**config.mk**
```make
export PLATFORM = sky130hd
export DESIGN_NAME = qrs_disc
export DESIGN_NICKNAME = d
export VERILOG_FILES = /design/src/rtl/core/quadratic_root_solver_assert.svh /design/src/rtl/core/qrs_pkg.sv /design/src/rtl/core/qrs_disc.sv
export SDC_FILE = /design/constraint.sdc
export NUM_CORES = 2
export LEC_CHECK = 0
export ABC_AREA = 1
export BUFFER_PORTS_ARGS = -buffer_cell sky130_fd_sc_hd__buf_2
export CORE_MARGIN = 5
export CORE_UTILIZATION = 60
export CTS_CLUSTER_SIZE = 8
export DETAILED_ROUTE_END_ITERATION = 6
export HOLD_SLACK_MARGIN = 0.15
export PLACE_DENSITY = 0.89
export SLEW_MARGIN = 20
export SYNTH_ARGS = -nofsm -noshare
export SYNTH_HDL_FRONTEND = slang
export SYNTH_SLANG_ARGS = --single-unit
```
**constraint.sdc**
```tcl
create_clock -name aclk -period 8.3 [get_ports aclk]
set_clock_uncertainty 0.15 [all_clocks]
set_input_delay 0 -clock aclk [delete_from_list [all_inputs] [get_ports aclk]]
set_output_delay 0 -clock aclk [all_outputs]
set_load 0.1 [all_outputs]
```
**src/rtl/core/quadratic_root_solver_assert.svh**
```systemverilog
// Assertion macros for the quadratic root solver.
`ifndef QUADRATIC_ROOT_SOLVER_ASSERT_SVH
`define QUADRATIC_ROOT_SOLVER_ASSERT_SVH
`ifndef SYNTHESIS
`define QRS_ASSERT_IMPL(lbl, pre, post, msg) \
    lbl: assert property (@(posedge aclk) disable iff (!aresetn) (pre) |-> (post)) \
        else $error(msg);
`define QRS_ASSERT_NEVER(lbl, expr, msg) \
    lbl: assert property (@(posedge aclk) disable iff (!aresetn) !(expr)) \
        else $error(msg);
`else
`define QRS_ASSERT_IMPL(lbl, pre, post, msg)
`define QRS_ASSERT_NEVER(lbl, expr, msg)
`endif
`endif

```
**src/rtl/core/qrs_pkg.sv**
```systemverilog
// Shared types and constants of the quadratic root solver.
package qrs_pkg;

    localparam int DISC_OUT_WIDTH = 34;
    localparam int VALUE_WIDTH    = 32;
    localparam int FRAC_SHIFT     = 16;

    typedef enum logic [1:0] {
        KIND_TWO_REAL   = 2'd0,
        KIND_ONE_REAL   = 2'd1,
        KIND_COMPLEX    = 2'd2,
        KIND_DEGENERATE = 2'd3
    } root_kind_t;

    localparam logic signed [VALUE_WIDTH-1:0] VALUE_MAX = {1'b0, {(VALUE_WIDTH-1){1'b1}}};
    localparam logic signed [VALUE_WIDTH-1:0] VALUE_MIN = {1'b1, {(VALUE_WIDTH-1){1'b0}}};

endpackage

```
**src/rtl/core/qrs_disc.sv**
```systemverilog
// Discriminant stages: products, then b*b - 4ac with classification.
module qrs_disc #(
    parameter int W = 16
) (
    input  logic                                 aclk,
    input  logic                                 aresetn,
    input  logic                                 adv,
    input  logic                                 in_vld,
    input  logic signed [W-1:0]                  a,
    input  logic signed [W-1:0]                  b,
    input  logic signed [W-1:0]                  c,
    output logic                                 out_vld,
    output qrs_pkg::root_kind_t                  kind,
    output logic [qrs_pkg::DISC_OUT_WIDTH-1:0]   disc,
    output logic [2*W+1:0]                       dmag,
    output logic signed [W-1:0]                  b_out,
    output logic                                 a_neg,
    output logic [W:0]                           den_mag
);
    import qrs_pkg::*;

    localparam int DW = 2 * W + 2;
    localparam int DX = (DW > DISC_OUT_WIDTH) ? DW : DISC_OUT_WIDTH;

    logic                  vld1_reg;
    logic signed [2*W-1:0] bb_reg, ac_reg;
    logic signed [2*W-1:0] bb_next, ac_next;
    logic signed [W-1:0]   a1_reg, b1_reg;

    logic                  vld2_reg;
    logic signed [DW-1:0]  d_next;
    logic [DW-1:0]         dmag_next;
    logic signed [DX-1:0]  dx_next;
    root_kind_t            kind_next, kind_reg;
    logic [DISC_OUT_WIDTH-1:0] disc_reg;
    logic [DW-1:0]         dmag_reg;
    logic signed [W-1:0]   b2_reg;
    logic                  aneg_reg;
    logic [W-1:0]          amag_next;
    logic [W:0]            den_reg;

    // First stage: the two products.
    assign bb_next = b * b;
    assign ac_next = a * c;

    always_ff @(posedge aclk) begin
        if (!aresetn) begin
            vld1_reg <= 1'b0;
        end else if (adv) begin
            vld1_reg <= in_vld;
        end
    end

    always_ff @(posedge aclk) begin
        if (adv) begin
            bb_reg <= bb_next;
            ac_reg <= ac_next;
            a1_reg <= a;
            b1_reg <= b;
        end
    end

    // Second stage: exact discriminant, its magnitude and the root kind.
    always_comb begin
        d_next    = DW'(bb_reg) - (DW'(ac_reg) <<< 2);
        dmag_next = d_next[DW-1] ? DW'(-d_next) : DW'(d_next);
        dx_next   = DX'(d_next);
        amag_next = a1_reg[W-1] ? W'(-a1_reg) : W'(a1_reg);
        if (a1_reg == '0) begin
            kind_next = KIND_DEGENERATE;
        end else if (d_next == '0) begin
            kind_next = KIND_ONE_REAL;
        end else if (d_next[DW-1]) begin
            kind_next = KIND_COMPLEX;
        end else begin
            kind_next = KIND_TWO_REAL;
        end
    end

    always_ff @(posedge aclk) begin
        if (!aresetn) begin
            vld2_reg <= 1'b0;
        end else if (adv) begin
            vld2_reg <= vld1_reg;
        end
    end

    always_ff @(posedge aclk) begin
        if (adv) begin
            kind_reg <= kind_next;
            disc_reg <= dx_next[DISC_OUT_WIDTH-1:0];
            dmag_reg <= dmag_next;
            b2_reg   <= b1_reg;
            aneg_reg <= a1_reg[W-1];
            den_reg  <= {amag_next, 1'b0};
        end
    end

    assign out_vld = vld2_reg;
    assign kind    = kind_reg;
    assign disc    = disc_reg;
    assign dmag    = dmag_reg;
    assign b_out   = b2_reg;
    assign a_neg   = aneg_reg;
    assign den_mag = den_reg;

endmodule

```
# == Word-level counts from Yosys, hierarchy flattened ==
# Cells that the tools add are included.
# totals
ff_bits,201
elab_cells,27
# op_classes
addsub,3
multipliers,2
muxes,4
n_reduce_logical,3
# ops
op,count
$mul 16x16->32,2
$logic_not 34->1,1
$neg 34->34,1
$sub 32x34->34,1
$mux 33,1
$logic_not 16->1,1
$neg 16->16,1
$mux 15,1
$mux 2,2
$reduce_or 2->1,1

# == Logic depth before layout (Yosys ltp) ==
# depth
depth_word,3
depth_mapped,25

# == Worst setup path before layout ==
# No wires, ideal clock.
# synth_path
kind,input port to flip-flop
startpoint,input c[3]
endpoint,register ac_reg[28] (data pin)
setup_time_ns,0.262
arrival_time_ns,5.422
required_ns,7.888
path_slack_ns,2.466
stages,21
path_cell_list,clkbuf_1 > clkbuf_1 > nand2_1 > inv_1 > fa_1 > fa_1 > fa_1 > fa_1 > fa_1 > inv_1 > fa_1 > inv_1 > ha_1 > nand2_1 > nor4_1 > nand2_1 > o211ai_1 > nand3_1 > nand2_1 > a21oi_1 > xor2_1
# synth_via
elab_chain_len,1
# synth_rtl
item,line_no,text
start: declaration,qrs_disc.sv:11,"input logic signed [W-1:0] c,"
$mul 16x16->32,qrs_disc.sv:44,assign ac_next = a * c;
named net ac_next[28],qrs_disc.sv:27,"logic signed [2*W-1:0] bb_next, ac_next;"
end signal: assignment,qrs_disc.sv:57,ac_reg <= ac_next;
end: declaration,qrs_disc.sv:26,"logic signed [2*W-1:0] bb_reg, ac_reg;"
# The timed path passes the listed nets, and every way through them passes these cells.
# A chain may end at the register's enable or synchronous reset.

# == Worst setup path in the final report ==
# layout_path
startpoint,input b[15]
endpoint,register bb_reg[29] (data pin)
# layout_via
elab_chain_len,1
# layout_rtl
item,line_no,text
start: declaration,qrs_disc.sv:10,"input logic signed [W-1:0] b,"
$mul 16x16->32,qrs_disc.sv:43,assign bb_next = b * b;
named net bb_next[29],qrs_disc.sv:27,
end signal: assignment,qrs_disc.sv:56,bb_reg <= bb_next;
end: declaration,qrs_disc.sv:26,
# The timed path passes the listed nets, and every way through them passes these cells.

==> impl_metrics.ini <==
[die]
num_rows = 81
die_height_um = 231
die_w_um = 231
design.core.area_um2 = 48600
io_pins = 157
fp.dieArea_um2 = 53300
start_util_pct = 60.2

[routing]
routed_via_density = 5.36
drtPass1Iterations = 6
drtIter0Drc = 1966
num_vias = 22300
drc = 0
ant_nets = 0
wl_per_cell_um = 16.3
drt-total-wl_um = 68100

[yosys]
async_reset_ff_share_pct = 0
muxShareOfSynthArea_pct = 0
synth_top_area_share_pct = 33.9
synthTopCellsByArea = fa_1 (34%), edfxtp_1 (20%), inv_1 (13%)
synth_top_area_cell = fa_1
synth_top_family_by_area = adder cells
syn_area_um2 = 29300
synth_flop_cell = edfxtp_1
yosysMostFrequentCell = inv_1
syn_area_per_cell_um2 = 8.56
ys_warn_count = 0
ys_seq_elements = 196
yosysSeqAreaShare_pct = 20.0
synthTopCellsByCount = inv_1 (975), nand2_1 (802), fa_1 (496)
synthCells = 3421
yosys.area_share.xor_xnor_pct = 3.68
synth_fa_ha_area_share_pct = 42.6
synth_compound_area_share_pct = 3.21
yosys.area_share.simple_pct = 16.4
synth_edf_count = 194
yosysUniqueCellTypes = 50

[layout]
fin_nets = 4285
final_util_pct = 64.6
area_growth_pct = 7.29
drive_above_1_share_pct = 7.25
nFillCells = 3654
diodes = 0
fin_cells = 4169

[critical_path]
worst-path-buf-inv = 7
crit_path_end_kind = register
cpMostUsedCell = fa_1
cp_top_family = adder cells
cp_max_fo = 25
critPathSlowestCell = dlygate4sd3_1
worstPathRequired_ns = 8.39
criticalPathCategory = in -> reg
path_cells = dlygate4sd3_1 > buf_2 > clkinv_1 > nor2_1 > fa_1 > fa_1 > inv_1 > fa_1 > inv_1 > fa_1 > fa_1 > inv_1 > fa_1 > inv_1 > ha_1 > nand2_1 > nor4_1 > nand4_1 > nand3_1 > nand2_1 > nand2_1 > a21oi_1 > xor2_1
crit_path_max_incr_delay_ns = 0.51
worst_setup_path_start_kind = input port
crit_arrival_ns = 6.48

[timing]
slew_violations = 0
rsz0062_at_grt = no
finalSetupTns_ns = 0
tightest_slew_ns = 0.983
period_needed_ns = 6.39
period_share_pct = 77.0
worst_slack_ns = 1.91
hold_viol = 0
setup_viol = 0
max_slew_margin_pct = 34.5
max_freq_mhz = 157

[clocking]
clock_tree.root_cell = clkbuf_16
clk_path_buf_depth = 2
clk_pin_slew_ns = 0.08
clock_latency_ns = 0.49
cts_resized = 0
cts-htree-levels = 4
cts_setup_buffers = 0
cts.sinks = 196
cts_tree = built
cts_hold_buf = 40
cts_buffers = 17

[flow_run]
cap_violations = 0

[min_path]
hold_path.class = reg -> reg

[placed_design]
gp_congestion = 0.938
port_buffers = 154
placedCellCount = 4097
hpwl_um = 55100
dp_slack_ns = 2.09

[global_route]
grt_overflow_total = 0
grt_pass1_wl_um = 114000
grt_max_degree = 83
grt_pass1_vias = 23400
grtUsageTotal_pct = 26.6
antenna_found_initial = 0

[outcome]
outcome = completed
cells by family (layout without fill, tap and decap cells):
family | Yosys count | count (layout)
adder cells (fa/ha/maj) | 699 | 699
AND/OR/NAND/NOR | 1153 | 1153
XOR/XNOR | 123 | 123
flip-flops | 196 | 196
other | 1 | 2
buffers and inverters | 1083 | 1208
AO/OA/AOI/OAI | 166 | 166
cells in the final DEF, fill, tap and decap left out, drive strengths merged, types with 40 or more instances in the layout:
master	n
inv	985
nand2	827
fa	496
ha	203
edfxtp	194
nor2	170
buf	155
a21oi	90
xor2	80
nand3	75
xnor2	43
dlygate4sd3	40
layer usage:
| metal | wire [µm] | global-route usage (%) |
|---|---|---|
| met5 | 0 | 0 |
| met1 | 25600 | 33.2 |
| met4 | 3400 | 12.7 |
| met3 | 5070 | 4.10 |
| met2 | 34000 | 45.8 |
worst paths after layout:
| kind | from | end | slack (ns) | cells past startpoint |
|---|---|---|---|---|
| setup / recovery | b[15] | bb_reg[29] | 1.91 | 23 |
| hold / removal | b1_reg[2] | b_out[2] | 0.27 | 0 |
| setup reg to reg | ac_reg[2] | dmag[30] | 4.79 | 16 |
| hold reg to reg | b1_reg[2] | b_out[2] | 0.27 | 0 |
final cells by class:
cell class / instances / area (µm²) / area share [%]
Inverter: 980 / 3680 / 11.7
Clock inverter: 15 / 160 / 0.510
Clock buffer: 17 / 425 / 1.35
Multi-Input combinational cell: 2143 / 19300 / 61.5
Tap cell: 622 / 778 / 2.48
Timing Repair Buffer: 196 / 1190 / 3.81
Sequential cell: 196 / 5870 / 18.7
metrics by stage:
step,area [µm²],hold WS [ns]
floorplan,29300,-0.0511
global placement,30400,0.0766
detailed placement,30400,0.0923
CTS,31400,0.267
global route,31400,0.277
finish,31400,0.268
Power is left out: the tool's default activity adds up to more than one toggle a clock period on the data nets, which glitch-free logic cannot reach.
