==> config.mk <==
export PLATFORM = sky130hd
export DESIGN_NAME = qrs_sqrt
export DESIGN_NICKNAME = d
export VERILOG_FILES = /design/src/rtl/core/quadratic_root_solver_assert.svh /design/src/rtl/core/qrs_sqrt.sv
export SDC_FILE = /design/constraint.sdc
export NUM_CORES = 1
export LEC_CHECK = 0
export ABC_AREA = 1
export BUFFER_PORTS_ARGS = -buffer_cell sky130_fd_sc_hd__buf_2
export CAP_MARGIN = 20
export CORE_MARGIN = 3
export CORE_UTILIZATION = 46
export CTS_CLUSTER_SIZE = 8
export DETAILED_ROUTE_END_ITERATION = 10
export SYNTH_ARGS = -nofsm -noshare
export SYNTH_HDL_FRONTEND = slang
export SYNTH_SLANG_ARGS = --single-unit
==> constraint.sdc <==
create_clock -name aclk -period 2.07 [get_ports aclk]
set_input_delay 0.207 -clock aclk [delete_from_list [all_inputs] [get_ports aclk]]
set_output_delay 0.207 -clock aclk [all_outputs]
set_load 0.05 [all_outputs]
==> src/rtl/core/quadratic_root_solver_assert.svh <==
// Assertion macros for the quadratic root solver.
`ifndef QUADRATIC_ROOT_SOLVER_ASSERT_SVH
`define QUADRATIC_ROOT_SOLVER_ASSERT_SVH
`ifndef SYNTHESIS
`define QRS_ASSERT_IMPL(lbl, pre, post, msg) \
    lbl: assert property (@(posedge aclk) disable iff (!aresetn) (pre) |-> (post)) \
        else $error(msg);
`define QRS_ASSERT_NEVER(lbl, expr, msg) \
    lbl: assert property (@(posedge aclk) disable iff (!aresetn) !(expr)) \
        else $error(msg);
`else
`define QRS_ASSERT_IMPL(lbl, pre, post, msg)
`define QRS_ASSERT_NEVER(lbl, expr, msg)
`endif
`endif

==> src/rtl/core/qrs_sqrt.sv <==
// Pipelined floored square root, one root bit per stage.
module qrs_sqrt #(
    parameter int W   = 16,
    parameter int SBW = 8
) (
    input  logic             aclk,
    input  logic             aresetn,
    input  logic             adv,
    input  logic             in_vld,
    input  logic [2*W+1:0]   rad,
    input  logic [SBW-1:0]   sb_in,
    output logic             out_vld,
    output logic [W:0]       root,
    output logic [SBW-1:0]   sb_out
);
    localparam int RT = W + 1;
    localparam int RW = 2 * RT;
    localparam int MW = RT + 1;

    logic           vld_reg  [RT];
    logic [RW-1:0]  rad_reg  [RT];
    logic [MW-1:0]  rem_reg  [RT];
    logic [RT-1:0]  root_reg [RT];
    logic [SBW-1:0] sb_reg   [RT];

    for (genvar k = 0; k < RT; k++) begin : g_stage
        localparam int P = RT - 1 - k;

        logic           vld_in;
        logic [RW-1:0]  rad_in;
        logic [MW-1:0]  rem_in;
        logic [RT-1:0]  root_in;
        logic [SBW-1:0] sb_stage_in;
        logic [MW+1:0]  shifted;
        logic [MW+1:0]  trial;
        logic           ge;
        logic [MW-1:0]  rem_next;
        logic [RT-1:0]  root_next;

        if (k == 0) begin : g_first
            assign vld_in      = in_vld;
            assign rad_in      = rad;
            assign rem_in      = '0;
            assign root_in     = '0;
            assign sb_stage_in = sb_in;
        end else begin : g_next
            assign vld_in      = vld_reg[k-1];
            assign rad_in      = rad_reg[k-1];
            assign rem_in      = rem_reg[k-1];
            assign root_in     = root_reg[k-1];
            assign sb_stage_in = sb_reg[k-1];
        end

        // Bring down the next bit pair and try the trial subtrahend.
        always_comb begin
            shifted   = {rem_in, rad_in[2*P+1:2*P]};
            trial     = (MW+2)'({root_in, 2'b01});
            ge        = (shifted >= trial);
            rem_next  = ge ? MW'(shifted - trial) : MW'(shifted);
            root_next = {root_in[RT-2:0], ge};
        end

        always_ff @(posedge aclk) begin
            if (!aresetn) begin
                vld_reg[k] <= 1'b0;
            end else if (adv) begin
                vld_reg[k] <= vld_in;
            end
        end

        always_ff @(posedge aclk) begin
            if (adv) begin
                rad_reg[k]  <= rad_in;
                rem_reg[k]  <= rem_next;
                root_reg[k] <= root_next;
                sb_reg[k]   <= sb_stage_in;
            end
        end
    end

    assign out_vld = vld_reg[RT-1];
    assign root    = root_reg[RT-1];
    assign sb_out  = sb_reg[RT-1];

endmodule

Yosys cells after proc, flatten, opt, wreduce, memory -nomap -nowiden

Memories as Yosys holds them, arrays and structs flattened.
Cells that the tools add are included.
Widths: inputs -> output; s select.

Bits in latches: 0
Bits in registers: 0
Logic and storage cells: 95
Output and inout port bits: 26
Memories: 5
Memory bits (read-only): 0
Memory bits (writable): 1,326
Input port bits: 46

Memory list:

| name     | words | bits a word | read ports | clocked after Yosys merged registers in | wr ports | RTL line       | source |
|---|---|---|---|---|---|---|---|
| rad_reg  | 17    | 34          | 16         | 0                                       | 17       | qrs_sqrt.sv:21 | `logic [RW-1:0] rad_reg [RT];` |
| rem_reg  | 17    | 18          | 16         | 0                                       | 17       | qrs_sqrt.sv:22 | `logic [MW-1:0] rem_reg [RT];` |
| root_reg | 17    | 17          | 17         | 0                                       | 17       | qrs_sqrt.sv:23 | `logic [RT-1:0] root_reg [RT];` |
| sb_reg   | 17    | 8           | 17         | 0                                       | 17       | qrs_sqrt.sv:24 | `logic [SBW-1:0] sb_reg [RT];` |
| vld_reg  | 17    | 1           | 17         | 0                                       | 17       | qrs_sqrt.sv:20 | `logic vld_reg [RT];` |

Reduce and logical (&&, ||, !) cells: 0
Equality and inequality tests: 0
Div/mod/pow operators: 0
Multiplexer cells: 39
Shift operators: 0
Add/sub/neg operators: 17
Bitwise logic cells: 17
Multipliers: 0
$lt $le $gt $ge: 17

Operator list:

| kind                | count |
|---|---|
| $ge 20x19->1        | 16 |
| $mux 18             | 17 |
| $sub 18x18->18      | 16 |
| $mux 1              | 22 |
| $or 1x1->1          | 17 |
| $sub 2x1->3 const B | 1 |
| $ge 2x1->1 const B  | 1 |

Logic depth before layout (Yosys ltp)

Gate-level depths: netlist (run 1).

Depth in word-level cells: 4
Gate-level depth with buffers: 14
Depth with buffers taken out: 13

Least setup slack after synthesis (run 1)

No wires, ideal clock.

Kind: register -> register
Start point: memory rem_reg[0][221] (netlist name)
End point: memory rem_reg[0][240] (netlist name), data pin
Slack: 0.160 ns
Cell stages (with the launch flop): 11
Setup time: 0.257 ns
Arrival time: 1.652 ns
Required time: 1.813 ns
Path buffers: 1
Period minus slack after synthesis: 1.910 ns
Cells stage by stage: edfxtp_1 ha_1 nand2_2 inv_1 a21oi_2 nand2_2 nand2_2 nand2_2 nor2_4 buf_6 o21ai_2

RTL lines:

| element         | RTL line |
|---|---|
| start, declared | qrs_sqrt.sv:22 |

==> metrics.cfg, run 1 <==
[run_status]
outcome = finished, violations left
violations = setup timing

[logic_synthesis]
netlist_instances = 3848
async_reset_ff_frac = 0
synthFlopType = edfxtp_1
synth_warnings = 0
synth_top_area_frac = 0.625
synth-edff-count = 845
mappedNetlistNets = 4065
syn_avg_cell_area_um2 = 10.5
synth-seq-cells = 846
ys_seq_area_frac = 0.626
syn-cell-area_um2 = 40600
yosys-top-cells-area = edfxtp_1 (63%), nand2_1 (9.4%), ha_1 (5.3%), inv_1 (5.3%), nor2_1 (2.8%)
synth_most_common_cell = nand2_1
yosysTopAreaCell = edfxtp_1
synth.distinct_cells = 48
ys_top_cells_by_count = nand2_1 (1019), edfxtp_1 (845), inv_1 (568), nor2_1 (304), nand3_1 (225)

[drt]
num_vias = 27700
drt_wl_total_mm = 86.9
vias_per_cell = 4.92
routedWlPerCell_um = 15.4
first_iter_violations = 2001
drc = 0
ant_nets = 0
dr.pass1.iters = 7

[worst_setup_path]
r2r-start = rem_reg[0][224]
path_buf_inv = 2
r2r_end = rem_reg[0][251]
crit_start = rem_reg[0][224]
cp.required_ps = 2500
arrival_ps = 2530
crit_cells = 11
cp-end-kind = flip-flop
path_class = flip-flop to flip-flop
cp-endpoint = rem_reg[0][251]
rrSetupSlack_ps = -30
crit_family = simple AND/OR/NAND/NOR gates
cp_slowest_stage_delay_ps = 430
critPathSlowestCell = edfxtp_1
cp_cell_sequence = ha_1 -> buf_4 -> buf_4 -> nand2_1 -> nand2_1 -> nand2_1 -> nand2_1 -> a21oi_1 -> nand3_1 -> nand2_1 -> a21oi_2
r2r_cells = 11
start_kind = flip-flop
cp_common_cell = nand2_1
cp_max_fo = 4

[cells_and_area]
postLayoutCellArea_um2 = 50900
seq_area_um2 = 25400
diodes = 0
fin_nets = 4673
final.fill_count = 7330
drive_gt1_frac = 0.235
area_delta_synth_final_pct = 25.3
multi_input_area_um2 = 14400
largest_reg_flops = 272

[clock_network]
clk_path_buf_depth = 3
cts.htree.levels = 3
path_clk_slew_ps = 50
cts_root_buffer = clkbuf_16
cts_buffers = 116
cts_sinks = 846
insertion_delay_ps = 680
tritoncts = built

[timing]
rsz0062_at_grt = yes
slew_headroom = 0.547
finalSetupViolCount = 5
max_clock_freq_ghz = 0.477
drv_slew = 0
worst_slew_pin_slew_ps = 679
hold_viol = 0
finClkSkew_ps = 25.7
post-route-period-util = 1.01
period_needed_ps = 2100
fin_ws_ps = -28.1

[placement]
pre_cts_slack_ps = -107
hpwl_mm = 61.1
gp_congestion = 0.907
place_area_um2 = 44700
io_buffer_count = 71

[global_routing]
antenna_found_initial = 0
grt_use_met1 = 0.261
top_usage_layer = met2
use_met2 = 0.301
grt_pass1_wl_mm = 136
grt_overflow = 0
grt_use_total = 0.186
met3_usage = 0.0302
grt_max_degree = 94
grt_pass1_vias = 26500

[die]
placementRows = 108
die_h_um = 303
dieArea_um2 = 91800
die_w_um = 303
initial_core_util = 0.466
io_pins = 72
core_area_um2 = 87200

[power_and_ir_drop]
p_leak_nw = 21.5
p_per_area_nw_per_um2 = 937
peakVddDrop_uv = 761

[min_path]
hp-class = primary input to flip-flop

[run]
max-cap-violations = 0

==> layout by cell type, fill, tap and decap left out, types with 15 or more instances in the layout <==
cell type and count:
o21ai_1 28, nand2_1 943, nor2_1 277, dlygate4sd3_1 48
a21oi_2 74, clkbuf_1 20, edfxtp_1 845, xor2_1 59
nor2_4 15, clkbuf_16 121, buf_2 70, nor3_1 35
buf_4 363, nor2_2 30, nand2_2 99, buf_12 21
inv_2 47, ha_4 79, ha_1 87, o21ai_0 79
inv_1 535, o21ai_2 38, nand3b_1 32, nand3_1 221
xnor2_1 48, nand4_1 53, a21oi_1 94, nand2_4 26
==> cells by family after synthesis <==
| group | after synthesis | share of synthesized area |
|---|---|---|
| and+or+nand+nor | 1760 | 0.186 |
| buffers and inverters | 623 | 0.0622 |
| AOI/OAI and AO/OA | 340 | 0.0501 |
| other | 1 | 0.0000924 |
| adders and majority gates | 171 | 0.0527 |
| DFF | 846 | 0.626 |
| xor gates and xnor gates | 107 | 0.0231 |
==> worst min path at each step <==
stage,start,to,cells after the start
final,sb_in[4],sb_reg[0][4],2
after CTS,sb_in[0],sb_reg[0][0],2
after detailed placement,rad[4],rad_reg[0][4],1
after global routing,sb_in[4],sb_reg[0][4],2
after global placement,rad[31],rad_reg[0][31],1
after floorplan,rad[0],rad_reg[0][0],0
==> per-stage QoR <==
step / std cells / TNS (ps) / utilization / power [mW] / hold WS (ps)
4_1_cts: 5551 / 0 / 0.556 / 47.1 / 181
3_5_place_dp: 5352 / -2670 / 0.513 / 30.0 / 385
2_1_floorplan: 3848 / 0 / - / 26.8 / 306
6_report: 5637 / -64.6 / 0.584 / 47.6 / 245
5_1_grt: 5637 / -2100 / 0.584 / 50.2 / 197
3_3_place_gp: 5352 / -2190 / 0.513 / 29.9 / 383
==> layout make-up <==
class / instances / area share
Inverter: 592 / 0.0446
Timing Repair inverter: 1 / 0.000123
Clock inverter: 7 / 0.00229
Tap cell: 1155 / 0.0284
Multi-Input combinational cell: 2381 / 0.283
Sequential cell: 846 / 0.499
Timing Repair Buffer: 518 / 0.0830
Clock buffer: 137 / 0.0590
==> power by group <==
| part | switching [mW] | internal, mW |
|---|---|---|
| clock | 6.57 | 9.99 |
| sequential | 1.00 | 20.9 |
| combinational | 5.22 | 3.96 |
| total | 12.8 | 34.8 |
==> metal layers <==
metal / vias to the layer above / wire (um)
li1: 14100 / -
met1: 13000 / 40800
met2: 512 / 40900
met3: 144 / 3310
met4: 0 / 1930
met5: - / 0
==> timing repair <==
action / in CTS / in global routing
gates resized for setup: 30 / 333
endpoints found under the hold margin: 54 / 0
pin swaps: 1 / 76
setup buffers: 6 / 77
cloned: 1 / 9
hold buffers: 48 / 0
setup endpoints to repair: 78 / 240
No activity file was read; power rests on OpenSTA's default activity.
==> run 2: changes to the inputs <==
--- a/config.mk
+++ b/config.mk
@@ -12,6 +12,7 @@
 export CORE_UTILIZATION = 46
 export CTS_CLUSTER_SIZE = 8
 export DETAILED_ROUTE_END_ITERATION = 10
+export SETUP_SLACK_MARGIN = 0.3
 export SYNTH_ARGS = -nofsm -noshare
 export SYNTH_HDL_FRONTEND = slang
 export SYNTH_SLANG_ARGS = --single-unit
==> run 2 against run 1 <==
The run now ends clean. Highest routed layer unchanged. Combinational power increased by 30%. Worst setup slack gained 49 ps. Core utilization is 6.4 points higher. Die area is the same. Critical path type unchanged. Worst hold slack worse by 48 ps. Non-clock buffer count increased by 197.
==> metrics.cfg, run 2 (same netlist as run 1, synthesis figures left out) <==
[placement]
place_area_um2 = 45900  ; +2.8%
hpwl_mm = 64.3  ; +5.2%
gp_congestion = 0.861  ; -5.1%
io_buffer_count = 71  ; unchanged
placed_cells = 5322  ; -0.56%
pre_cts_slack_ps = -93.7  ; +13.8 ps

[clock_network]
insertion_delay_ps = 700  ; +20 ps
cts_buffers = 116  ; unchanged
cts.htree.levels = 3  ; unchanged
path_clk_slew_ps = 50  ; about the same
clk_path_buf_depth = 3  ; unchanged
tritoncts = built
cts_sinks = 846  ; unchanged
cts_root_buffer = clkbuf_16

[power_and_ir_drop]
total_power_mw = 50.5  ; +6.1%
p_leak_nw = 23.4  ; +9.1%
p_per_area_nw_per_um2 = 895  ; -4.4%
peakVddDrop_uv = 726  ; -4.7%

[die]
die_w_um = 303  ; unchanged
initial_core_util = 0.466  ; unchanged
dieArea_um2 = 91800  ; unchanged
placementRows = 108  ; unchanged
core_area_um2 = 87200  ; unchanged
io_pins = 72  ; unchanged
die_h_um = 303  ; unchanged

[drt]
drt_wl_total_mm = 96.4  ; +11%
drc = 0  ; unchanged
routedWlPerCell_um = 16.5  ; +6.9%
first_iter_violations = 1670  ; -17%
dr.pass1.iters = 5  ; -2
vias_per_cell = 4.98  ; +1.1%
ant_nets = 0  ; unchanged
num_vias = 29100  ; +4.9%

[min_path]
hp-class = primary input to flip-flop

[cells_and_area]
fin_nets = 4885  ; +4.5%
layout_commonest_cell = edfxtp_1
layoutNonFillerInstCount = 5848  ; +3.7%
postLayoutCellArea_um2 = 56500  ; +11%
largest_reg_flops = 272  ; unchanged
final.fill_count = 6727  ; -8.2%
diodes = 0  ; unchanged
area_delta_synth_final_pct = 39.1
drive_gt1_frac = 0.407  ; +0.172
final_util = 0.648  ; +0.0642
most-common-layout-cells = edfxtp_1 (845), nand2_1 (663), buf_4 (474)

[worst_setup_path]
cp-end-kind = flip-flop
start_kind = flip-flop
cp.required_ps = 2500  ; about the same
cp_max_fo = 6  ; +2
path_class = flip-flop to flip-flop
arrival_ps = 2480  ; -50 ps

[run_status]
outcome = completed

[timing]
tns_ps = 0  ; +64.6 ps
rsz0062_at_grt = yes
drv_slew = 0  ; unchanged
holdWs_ps = 197  ; -47.8 ps
post-route-period-util = 0.990  ; -0.0238
finalSetupViolCount = 0  ; -5
period_needed_ps = 2050  ; -49.3 ps
worst_slew_pin_slew_ps = 719  ; +40.6 ps
finClkSkew_ps = 47.5  ; +21.7 ps
fin_ws_ps = 21.3  ; +49.3 ps
hold_viol = 0  ; unchanged
slew_headroom = 0.519  ; -0.0271
max_clock_freq_ghz = 0.488  ; +2.4%

[global_routing]
grt_max_degree = 118  ; +26%
antenna_found_initial = 0  ; unchanged
grt_overflow = 0  ; unchanged
grt_pass1_wl_mm = 147  ; +8.2%
grt_pass1_vias = 28100  ; +6.3%
grt_use_total = 0.203  ; +0.0179

[run]
max-cap-violations = 0  ; unchanged

## run 2: cell count changes in the layout (fill, tap and decap cells not counted), moves of 43 or more
cell	previous run	this run
buf_4	363	474
inv_1	535	437
ha_1	87	43
nor2_1	277	220
nand2_4	26	111
nand2_1	943	663
a21oi_4	12	58
inv_2	47	138
buf_6	10	81
nand3_2	7	50
nand3_1	221	174
o21ai_0	79	34
a21oi_1	94	45
nand2_2	99	287
## run 2: area by class of cell
| type | instances | area, um^2 | area share |
|---|---|---|---|
| flip-flops and latches | 846 | 25400 | 0.450 |
| multi-input cells | 2383 | 17800 | 0.314 |
| repair buffers | 715 | 6170 | 0.109 |
| clock buffers | 133 | 2970 | 0.0525 |
| inverters | 592 | 2340 | 0.0415 |
| well taps | 1155 | 1450 | 0.0256 |
| clock inverters | 10 | 200 | 0.00355 |
| repair inverters | 14 | 180 | 0.00319 |
## run 2: report_power, final
group / leakage, nW / total, mW / internal, mW / switching, mW
clock network: 1.53 / 16.8 / 9.96 / 6.81
registers: 8.16 / 21.9 / 20.9 / 1.03
logic: 13.8 / 11.9 / 5.37 / 6.48
## run 2: worst max-delay path, cell delays in order, from the launching register on
cell and delay [ps]:
edfxtp_1 400, inv_2 100, ha_4 230, a21oi_4 160, o21ai_4 90, nand2_2 70, nand2_2 80, nand2_2 80
nand2_2 80, nor2_4 180, buf_12 140, buf_12 120, o21ai_2 60
## run 2: routing by layer
| metal | track usage | part of all wire | vias up | wire, um |
|---|---|---|---|---|
| met5 | 0 | 0 | - | 0 |
| met4 | 0.0569 | 0.023 | 0 | 2250 |
| met3 | 0.0311 | 0.039 | 145 | 3720 |
| met2 | 0.345 | 0.50 | 541 | 48300 |
| met1 | 0.272 | 0.44 | 13900 | 42100 |
| li1 | - | - | 14500 | - |
## run 2: final timing paths
path / start / end / slack, ps / cells past startpoint
min: rad[23] / rad_reg[0][23] / 200 / 2
max reg2reg: root_reg[1][69] / rem_reg[0][236] / 20 / 12
min reg2reg: sb_reg[0][13] / sb_reg[0][21] / 380 / 0
max: root_reg[1][69] / rem_reg[0][236] / 20 / 12
## run 2: timing repair
action	in CTS	in global routing
endpoints found under the hold margin	53	0
gates resized for setup	491	687
hold buffers	48	0
endpoints found under the setup margin	275	281
pin swaps	177	307
gates cloned	24	5
setup buffers	196	110
